--- config.mk ---
export PLATFORM = sky130hd
export DESIGN_NAME = sdft_div
export DESIGN_NICKNAME = d
export VERILOG_FILES = /design/src/hw/rtl/sliding_dft_tone_power_detector_macros.svh /design/src/hw/rtl/sdft_div.sv
export SDC_FILE = /design/constraint.sdc
export NUM_CORES = 1
export LEC_CHECK = 0
export ABC_AREA = 1
export BUFFER_PORTS_ARGS = -buffer_cell sky130_fd_sc_hd__buf_4
export CAP_MARGIN = 20
export CORE_ASPECT_RATIO = 2
export CORE_UTILIZATION = 54
export CTS_BUF_LIST = sky130_fd_sc_hd__clkbuf_16
export DETAILED_ROUTE_END_ITERATION = 16
export PLACE_DENSITY = 0.85
export SLEW_MARGIN = 10
export SYNTH_ARGS = -nofsm -noshare
export SYNTH_HDL_FRONTEND = slang
export SYNTH_SLANG_ARGS = --single-unit
--- constraint.sdc ---
create_clock -name aclk -period 2.78 [get_ports aclk]
set_input_delay 0.556 -clock aclk [delete_from_list [all_inputs] [get_ports aclk]]
set_output_delay 0.556 -clock aclk [all_outputs]
set_load 0.03 [all_outputs]
--- src/hw/rtl/sliding_dft_tone_power_detector_macros.svh ---
// Assertion helpers shared by the detector RTL.
`ifndef SLIDING_DFT_TONE_POWER_DETECTOR_MACROS_SVH
`define SLIDING_DFT_TONE_POWER_DETECTOR_MACROS_SVH

// Same-cycle implication, checked on every rising edge out of reset.
`define SDFT_ASSERT_NOW(lbl, clk, rstn, ante, cons) \
    lbl: assert property (@(posedge clk) disable iff (!(rstn)) (ante) |-> (cons)) \
        else $error("sdft: same-cycle check failed");

// Next-cycle implication.
`define SDFT_ASSERT_NEXT(lbl, clk, rstn, ante, cons) \
    lbl: assert property (@(posedge clk) disable iff (!(rstn)) (ante) |=> (cons)) \
        else $error("sdft: next-cycle check failed");

`endif

--- src/hw/rtl/sdft_div.sv ---
`timescale 1ns / 1ps
module sdft_div #(
    parameter int DVD_W = 55,
    parameter int DVS_W = 7
) (
    input  logic             aclk,
    input  logic             aresetn,
    input  logic             start,
    input  logic [DVD_W-1:0] dividend,
    input  logic [DVS_W-1:0] divisor,
    output logic             done,
    output logic [DVD_W-1:0] quotient
);

    localparam int CNT_W = $clog2(DVD_W + 1);

    logic [DVS_W-1:0] rem_reg;
    logic [DVD_W-1:0] quo_reg;
    logic [DVS_W-1:0] dvs_reg;
    logic [CNT_W-1:0] cnt_reg;
    logic             busy_reg;
    logic             done_reg;
    logic [DVS_W:0]   trial;
    logic             fits;
    logic [DVS_W:0]   diff;

    assign trial = {rem_reg, quo_reg[DVD_W-1]};
    assign fits  = trial >= {1'b0, dvs_reg};
    assign diff  = trial - {1'b0, dvs_reg};

    always_ff @(posedge aclk) begin
        if (!aresetn) begin
            busy_reg <= 1'b0;
            done_reg <= 1'b0;
        end else begin
            done_reg <= 1'b0;
            if (start) begin
                busy_reg <= 1'b1;
            end else if (busy_reg && cnt_reg == CNT_W'(1)) begin
                busy_reg <= 1'b0;
                done_reg <= 1'b1;
            end
        end
    end

    // one quotient bit per cycle, restoring
    always_ff @(posedge aclk) begin
        if (start) begin
            rem_reg <= '0;
            quo_reg <= dividend;
            dvs_reg <= divisor;
            cnt_reg <= CNT_W'(DVD_W);
        end else if (busy_reg) begin
            rem_reg <= fits ? diff[DVS_W-1:0] : trial[DVS_W-1:0];
            quo_reg <= {quo_reg[DVD_W-2:0], fits};
            cnt_reg <= cnt_reg - CNT_W'(1);
        end
    end

    assign done     = done_reg;
    assign quotient = quo_reg;

endmodule

==> results.yml, run 1 <==
worst_setup_path:
  path_class: "flip-flop to flip-flop"
  arrival_ps: 2290
  r2r_cells: 11
  rr_startpoint: "quotient[54]$_DFFE_PP_"
  cp_max_fo: 7
  critPathRequiredTime_ps: 3010
  r2r_slack_ps: 720
  end_kind: "flip-flop"
  timing.rr.end: "rem_reg[5]$_SDFFE_PP0P_"
  start_kind: "flip-flop"
layout:
  fillers: 474
  fin_cells: 613
  fin_area_sq_mm: 0.004932
  final_layout_size_suffix_gt1_share_pct: 28.27
  layout.nets: 597
  final_common_cell: "nand2_1"
  diodes: 0
  largest_register_ffs: 55
  area_growth_syn_to_layout_pct: 37.02
  mostFrequentLayoutCells: "nand2_1, buf_4, edfxtp_1, inv_1, nand3_1"
route:
  routed-via-count: 3062
  top_layer_used: "met4"
  drc: 0
  wl_met1_microns: 3180
  dr.pass1.iters: 4
  avgViaCountPerCell: 4.995
  wl_per_cell_microns: 14.92
  drt_iter0_drc: 159
  ant_nets: 0
  route.met2.wl_microns: 5316
  wl_met3_microns: 414
  drt-total-wl_microns: 9143
clock_network:
  cts_root_buf: "clkbuf_16"
  cts.path.max_buffers: 2
  clock_latency_ps: 330
  cts.repair.resized: 0
  cts_tree: "built"
  path_clk_slew_ps: 60
  cts_setup_buffers: 0
  cts_max_level: 3
  numCtsBuffers: 9
  hold_buffers: 0
  cts_num_sinks: 77
power:
  vdd_drop_max_mv: 0.6236
  total_power_mw: 3.404
  leakage_nw: 2.480
  p_per_area_mw_per_mm2: 690.1
global_routing:
  antenna_found_initial: 0
  groute.usage.overall_pct: 27.99
  grt_pass1_wl_microns: 14290
  grt_max_degree: 42
  grt_pass1_vias: 3110
  overflow: 0
logic_synthesis:
  synth_nets: 475
  synthCells: 400
  ys_seq_area_share_pct: 60.06
  synth_seq_cells: 77
  synth_edf_count: 62
  ys.flop_type: "edfxtp_1"
  syn_avg_cell_area_sq_um: 8.999
  syn-cell-area_sq_mm: 0.003600
  ys_warn_count: 0
  synthArstFlopShare_pct: 0
  synth.distinct_cells: 29
sta:
  fin_setup_tns_ps: 0
  finalWorstSetupSlack_ps: 723.3
  clock_skew_ps: 5.222
  finalHoldViolations: 0
  post-route-period-util_pct: 73.98
  slew_headroom_pct: 67.20
  period_needed_ps: 2057
  fmax_ghz: 0.4862
  setup_viol: 0
  drv_slew: 0
  tightest_slew_ps: 491.2
  grt_setup_unrepaired: "false"
floorplan:
  io_pins: 121
  die_area_sq_mm: 0.007016
  initial_utilization_pct: 56.59
  coreArea_sq_mm: 0.006361
  std_cell_rows: 41
  dieWidth_microns: 59.73
  die_h_microns: 117.5
placement:
  place_congestion: 0.8647
  portBuffers: 120
  hpwl_microns: 6748
  placed_cells: 597
  place_ws_ps: 760.1
  postPlaceCellArea_sq_mm: 0.004593
hold_path:
  holdCritPathClass: "input pin to flip-flop"
  hp-start: "divisor[5]"
  hold_depth: 1
  whs_endpoint: "dvs_reg[5]$_DFFE_PP_"
run_status:
  status: "finished, final reports clean"
run:
  cap_violations: 0
[area by class of cell]
cell class	count	area [sq um]	area share, %
Tap cell	86	107.6	2.182
Clock buffer	9	225.2	4.566
Inverter	33	123.9	2.511
Timing Repair Buffer	124	943.4	19.13
Clock inverter	7	113.9	2.308
Sequential cell	77	2162	43.84
Multi-Input combinational cell	277	1256	25.47
[routing by layer]
metal / vias up / GRT usage [%]
met5: - / 0
met4: 0 / 12.21
met3: 14 / 6.813
met2: 91 / 51.39
met1: 1435 / 27.82
li1: 1522 / -
[synth_stat cells, types with 2 or more instances]
| cell type | number | area, sq um |
|---|---|---|
| dfxtp_1 | 15 | 300.3 |
| nand3b_1 | 4 | 30.03 |
| edfxtp_1 | 62 | 1862 |
| inv_1 | 28 | 105.1 |
| nand3_1 | 20 | 100.1 |
| ha_1 | 9 | 112.6 |
| nand4_1 | 2 | 12.51 |
| nand2_1 | 211 | 792.0 |
| buf_2 | 7 | 35.03 |
| a21oi_1 | 4 | 20.02 |
| inv_2 | 5 | 18.77 |
| clkbuf_1 | 5 | 18.77 |
| o21ai_0 | 3 | 15.01 |
| nor2_1 | 10 | 37.54 |
[worst max-delay path, cell delays in order (launching register included)]
cell and delay [ps]:
edfxtp_1 370, inv_1 80, ha_1 220, fa_1 400, inv_1 110, nand3_1 70
nand2_1 170, nand2_1 120, nand3_4 110, nand3_1 140, nand3_1 100, nand2_1 50
[where the power goes]
group / switching, mW / total, mW / internal [mW] / leakage [nW]
sequential: 0.0641 / 1.44 / 1.37 / 0.755
clock: 0.450 / 1.32 / 0.871 / 0.159
combinational: 0.398 / 0.644 / 0.246 / 1.57
[worst max-delay path by stage]
stage | depth (start not counted) | start | end
finish | 11 | quotient[54]$_DFFE_PP_ | rem_reg[5]$_SDFFE_PP0P_
global route | 11 | quotient[54]$_DFFE_PP_ | rem_reg[5]$_SDFFE_PP0P_
CTS | 11 | quotient[54]$_DFFE_PP_ | rem_reg[5]$_SDFFE_PP0P_
detailed placement | 11 | quotient[54]$_DFFE_PP_ | rem_reg[5]$_SDFFE_PP0P_
global placement | 11 | quotient[54]$_DFFE_PP_ | rem_reg[5]$_SDFFE_PP0P_
floorplan | 11 | quotient[54]$_DFFE_PP_ | rem_reg[5]$_SDFFE_PP0P_
[per-stage QoR]
step | hold WS [ps] | util (%)
finish | 399.4 | 77.54
floorplan | 439.1 | -
global route | 393.8 | 77.54
CTS | 386.8 | 77.54
global placement | 447.8 | 72.21
detailed placement | 465.2 | 72.21
[logic make-up after synthesis]
logic type      after synthesis  synth area share [%]
buf+inv                      46                 5.040
fa+ha+maj                    10                 3.684
compound gates               13                 2.399
xor+xnor                      2                0.4867
simple gates                252                 28.33
flops                        77                 60.06
(Power assumes the default switching activity.)
==> run 2, diff against run 1 <==
ABC_AREA = 0   (was 1)
CORE_UTILIZATION = 50   (was 54)
PLACE_DENSITY = 0.8   (was 0.85)
clock period = 2.1 ns   (was 2.78 ns; I/O delays follow)
==> run 2 against run 1 <==
Sequential share of layout area decreased by 0.59 points. Count of clock-buffer cells in the layout unchanged. Non-clock buffer count increased by 7. Via count decreased by 17%. Largest power group unchanged. Clock skew increased by 3.8 ps. Worst setup slack got worse by 720 ps. Hold slack got worse by 130 ps. Core utilization decreased by 4.9 points. Sequential cell count unchanged. Clock power increased by 30%.
==> results.yml, run 2 <==
run_status:
  status: "finished, final reports clean"
worst_setup_path:
  worstPathBufferInverterCount: 1
  r2r_slack_ps: 6
  cp_slowest_stage_delay_ps: 400
  start_kind: "flip-flop"
  timing.rr.end: "rem_reg[3]$_SDFFE_PP0P_"
  cp_max_fo: 7
  slowest_stage: "or4_1"
  arrival_ps: 2360
  cpLargestDelayFamily: "simple AND/OR/NAND/NOR gates"
  critPathRequiredTime_ps: 2370
  cp-startpoint: "dvs_reg[0]$_DFFE_PP_"
  end_kind: "flip-flop"
  cp_cell_sequence: "ha_2, fa_2, nand2b_4, a211oi_4, buf_6, nor3_4, or4_1, nand2_1"
  r2r_cells: 8
  rr_startpoint: "dvs_reg[0]$_DFFE_PP_"
  path_class: "flip-flop to flip-flop"
placement:
  hpwl_microns: 5758
  portBuffers: 120
  place_congestion: 0.9121
  place_ws_ps: -18.97
logic_synthesis:
  synth_nets: 326
  synthTopCellsByCount: "edfxtp_1, mux2_2, nor2_1, dfxtp_1, inv_1"
  ys_warn_count: 0
  syn_avg_cell_area_sq_um: 14.07
  synth.distinct_cells: 35
  synth_seq_cells: 77
  ys.flop_type: "edfxtp_1"
  yosysMostFrequentCell: "edfxtp_1"
  synth_area_leaders: "edfxtp_1, mux2_2, dfxtp_1, ha_1, nand2b_1"
  yosysTopAreaCell: "edfxtp_1"
  synthArstFlopShare_pct: 0
  yosysTopAreaCellShare_pct: 52.73
  synthCells: 251
  synth_edf_count: 62
  ys_seq_area_share_pct: 61.23
  syn-cell-area_sq_mm: 0.003531
sta:
  post-route-period-util_pct: 99.71
  fmax_ghz: 0.4776
  finalHoldViolations: 0
  whs_ps: 266.1
  grt_setup_unrepaired: "true"
  fin_setup_tns_ps: 0
  tightest_slew_ps: 429.5
  period_needed_ps: 2094
  finalWorstSetupSlack_ps: 6.115
  slew_headroom_pct: 71.26
  setup_viol: 0
  drv_slew: 0
  clock_skew_ps: 9.064
route:
  avgViaCountPerCell: 5.317
  routed-via-count: 2552
  drt_iter0_drc: 125
  drt-total-wl_microns: 8074
  ant_nets: 0
  drc: 0
  dr.pass1.iters: 4
  wl_per_cell_microns: 16.82
clock_network:
  numCtsBuffers: 9
  cts_num_sinks: 77
  path_clk_slew_ps: 60
  cts.path.max_buffers: 2
  clock_latency_ps: 330
  cts_tree: "built"
  cts_root_buf: "clkbuf_16"
  cts_max_level: 3
floorplan:
  dieWidth_microns: 61.42
  initial_utilization_pct: 51.27
  std_cell_rows: 43
  io_pins: 121
  die_h_microns: 120.8
  coreArea_sq_mm: 0.006887
  die_area_sq_mm: 0.007422
layout:
  mostFrequentLayoutCells: "buf_4, edfxtp_1, mux2_2"
  fillers: 496
  layout.nets: 460
  diodes: 0
  utilization_pct: 72.60
  final_common_cell: "buf_4"
  final_layout_size_suffix_gt1_share_pct: 54.36
  area_growth_syn_to_layout_pct: 41.60
  largest_register_ffs: 55
hold_path:
  whs_endpoint: "dvs_reg[1]$_DFFE_PP_"
  hold_depth: 1
  hp-start: "divisor[1]"
  holdCritPathClass: "input pin to flip-flop"
global_routing:
  antenna_found_initial: 0
  grt_pass1_vias: 2585
  overflow: 0
  grt_pass1_wl_microns: 11850
  groute.usage.overall_pct: 22.54
  grt_max_degree: 38
run:
  cap_violations: 0
power:
  total_power_mw: 4.606
  p_per_area_mw_per_mm2: 921.2
  vdd_drop_max_mv: 0.7728
  leakage_nw: 2.080
run 2: cell types whose count changed in the layout (fill, tap and decap cells not counted), sizes merged, moves of 7 or more:
cell    before  now
buf        124  131
inv         33   15
mux2         0   54
nand2      211   12
nand2b       0   10
nand3       21    4
nor3         0    7
run 2: how the worst max path moves through the flow:
stage / cells after the start / to / slack (ps)
CTS: 7 / rem_reg[5]$_SDFFE_PP0P_ / 20
detailed placement: 7 / rem_reg[5]$_SDFFE_PP0P_ / -20
global route: 8 / rem_reg[3]$_SDFFE_PP0P_ / -70
floorplan: 8 / rem_reg[5]$_SDFFE_PP0P_ / -90
finish: 8 / rem_reg[3]$_SDFFE_PP0P_ / 6
global placement: 7 / rem_reg[5]$_SDFFE_PP0P_ / 70
run 2: where the power goes:
part | switching (mW) | total, mW | internal (mW)
clock network | 0.570 | 1.72 | 1.15
logic | 0.539 | 0.980 | 0.441
registers | 0.0817 | 1.91 | 1.83
total | 1.19 | 4.61 | 3.41
run 2: worst register-to-register path, stage by stage, from the launching register on:
cell	delay, ps
edfxtp_1	370
ha_2	200
fa_2	340
nand2b_4	170
a211oi_4	280
buf_6	150
nor3_4	50
or4_1	400
nand2_1	70
run 2: logic make-up (layout without fill, tap and decap cells):
| family | after synthesis | after routing | share of synthesized area, % |
|---|---|---|---|
| buffers and inverters | 23 | 161 | 2.764 |
| adder cells (fa/ha/maj) | 10 | 10 | 3.756 |
| multiplexers | 58 | 58 | 18.36 |
| XOR/XNOR | 6 | 6 | 1.488 |
| AO/OA/AOI/OAI | 22 | 22 | 4.572 |
| flip-flops | 77 | 77 | 61.23 |
| AND/OR/NAND/NOR | 55 | 56 | 7.832 |
run 2: stage by stage:
| stage | instance area (sq um) | instances |
|---|---|---|
| after floorplan | 3555 | 251 |
| after global placement | 4593 | 458 |
| after detailed placement | 4593 | 458 |
| after CTS | 4931 | 474 |
| after global routing | 5000 | 480 |
| final | 5000 | 480 |
run 2: timing repair:
action	in CTS	in global routing
hold buffers	0	0
cloned	0	1
gates resized for setup	1	5
pin swaps	1	6
setup buffers	0	5
setup endpoints to repair	1	6
run 2: per-layer routing:
layer  part of all wire, %  vias up  global-route usage, %
met4                   3.4        0                  12.50
met1                    35     1231                  23.53
met3                   5.3       22                  6.631
met5                     0        -                      0
li1                      -     1199                      -
met2                    56      100                  38.45
run 2: area by class of cell:
cell class | count | area, sq um | area share [%]
clock inverters | 7 | 106.4 | 2.127
multi-input cells | 152 | 1325 | 26.50
inverters | 14 | 56.30 | 1.126
repair buffers | 131 | 1012 | 20.25
flip-flops and latches | 77 | 2162 | 43.24
clock buffers | 9 | 225.2 | 4.505
well taps | 90 | 112.6 | 2.252
==> run 3, diff against run 2 <==
GPL_TIMING_DRIVEN = 0   (was unset)
==> run 3 against run 2 <==
Clock skew decreased by 1.9 ps. Global-route usage grew 1.2 points. Die area is the same. First-iteration DRC count fell by 18%. Critical endpoint is now rem_reg[6]$_SDFFE_PP0P_.
==> results.yml, run 3 (same netlist as run 2, synthesis figures left out) <==
worst_setup_path:
  cp_cell_sequence: "inv_1, ha_2, fa_2, nand2b_4, a211oi_4, nor3_4, a31o_2, a311oi_1"
  cpLargestDelayFamily: "compound AO/OA/AOI/OAI gates"
  worstPathBufferInverterCount: 1
  critPathRequiredTime_ps: 2340
  end_kind: "flip-flop"
  cp_slowest_stage_delay_ps: 410
  arrival_ps: 2310
  path_class: "flip-flop to flip-flop"
  slowest_stage: "edfxtp_1"
  start_kind: "flip-flop"
  cp_max_fo: 5
clock_network:
  numCtsBuffers: 9
  cts_tree: "built"
  cts.path.max_buffers: 2
  hold_buffers: 0
  cts_root_buf: "clkbuf_16"
  clock_latency_ps: 330
  cts_num_sinks: 77
  path_clk_slew_ps: 60
  cts_max_level: 3
power:
  vdd_drop_max_mv: 0.6843
  leakage_nw: 2.055
  p_per_area_mw_per_mm2: 903.0
  total_power_mw: 4.448
global_routing:
  grt_pass1_wl_microns: 12290
  overflow: 0
  grt_pass1_vias: 2636
  antenna_found_initial: 0
  grt_max_degree: 39
  groute.usage.overall_pct: 23.75
sta:
  period_needed_ps: 2075
  fin_setup_tns_ps: 0
  setup_viol: 0
  clock_skew_ps: 7.195
  fmax_ghz: 0.4819
  whs_ps: 263.8
  post-route-period-util_pct: 98.81
  drv_slew: 0
  grt_setup_unrepaired: "true"
  slew_headroom_pct: 62.37
  tightest_slew_ps: 564.5
  finalHoldViolations: 0
layout:
  layout.nets: 462
  fillers: 519
  largest_register_ffs: 55
  area_growth_syn_to_layout_pct: 39.51
  multi_input_area_sq_mm: 0.001291
  fin_cells: 482
  final-seq-area_sq_mm: 0.002162
  mostFrequentLayoutCells: "buf_4, edfxtp_1, mux2_2, nor2_1"
  final_layout_size_suffix_gt1_share_pct: 52.55
  diodes: 0
  final_common_cell: "buf_4"
  fin_area_sq_mm: 0.004926
route:
  drt_iter0_drc: 103
  routed-via-count: 2542
  avgViaCountPerCell: 5.274
  drc: 0
  dr.pass1.iters: 4
  ant_nets: 0
  drt-total-wl_microns: 8010
  wl_per_cell_microns: 16.62
floorplan:
  io_pins: 121
  std_cell_rows: 43
  coreArea_sq_mm: 0.006887
  die_area_sq_mm: 0.007422
  die_h_microns: 120.8
  dieWidth_microns: 61.42
  initial_utilization_pct: 51.27
placement:
  postPlaceCellArea_sq_mm: 0.004588
  hpwl_microns: 5938
  portBuffers: 120
  place_congestion: 0.7942
  placed_cells: 462
run:
  cap_violations: 0
hold_path:
  holdCritPathClass: "input pin to flip-flop"
run_status:
  status: "finished, final reports clean"
==> run 3: changes by cell type in the layout (fill, tap and decap cells not counted), sizes merged <==
cell | previous run | this run
clkbuf | 9 | 11
bufinv | 3 | 2
clkinv | 2 | 3
buf | 131 | 132
nor3 | 7 | 6
==> run 3: final cells by class <==
| type | instances | share of cell area, % |
|---|---|---|
| multi-input combinational | 151 | 26.21 |
| buffer | 9 | 0.9144 |
| clock inverter | 7 | 1.676 |
| inverter | 14 | 1.143 |
| tap | 90 | 2.286 |
| sequential | 77 | 43.89 |
| timing repair buffer | 125 | 19.30 |
| clock buffer | 9 | 4.572 |
==> run 3: stage by stage <==
step / utilization (%) / worst slack (ps)
CTS: 71.42 / 39.67
detailed placement: 66.62 / -404.6
finish: 71.53 / 25.09
global placement: 66.33 / -896.5
floorplan: - / -93.18
global route: 71.53 / -25.04
==> run 3: worst reg2reg max path, delay by kind of cell (launching register included) <==
| family | cells | cell delay, ps |
|---|---|---|
| fa+ha+maj | 2 | 520 |
| compound gates | 3 | 710 |
| buf+inv | 1 | 80 |
| flops | 1 | 410 |
| simple gates | 2 | 260 |
==> run 3: final timing paths <==
kind / from / to / slack, ps / depth (start not counted)
setup / recovery: quotient[54]$_DFFE_PP_ / rem_reg[6]$_SDFFE_PP0P_ / 30 / 8
hold / removal: divisor[2] / dvs_reg[2]$_DFFE_PP_ / 260 / 1
setup reg to reg: quotient[54]$_DFFE_PP_ / rem_reg[6]$_SDFFE_PP0P_ / 30 / 8
hold reg to reg: cnt_reg[5]$_SDFFE_PP1P_ / cnt_reg[5]$_SDFFE_PP1P_ / 500 / 2
==> run 3: metal layers <==
metal	vias up	GRT usage [%]	part of all wire [%]
met5	-	0	0
met4	0	14.03	3.9
met3	22	6.631	5.1
met2	93	40.69	56
met1	1225	24.39	35
li1	1202	-	-
==> run 3: repair_timing <==
action,CTS,global route
endpoints found under the setup margin,44,3
resized for setup,0,0
pin swaps,3,1
buffers inserted,3,1
==> run 3: where the power goes <==
group	internal, mW	switching [mW]
Sequential	1.83	0.0845
Combinational	0.425	0.517
Clock	1.02	0.568
Total	3.28	1.17
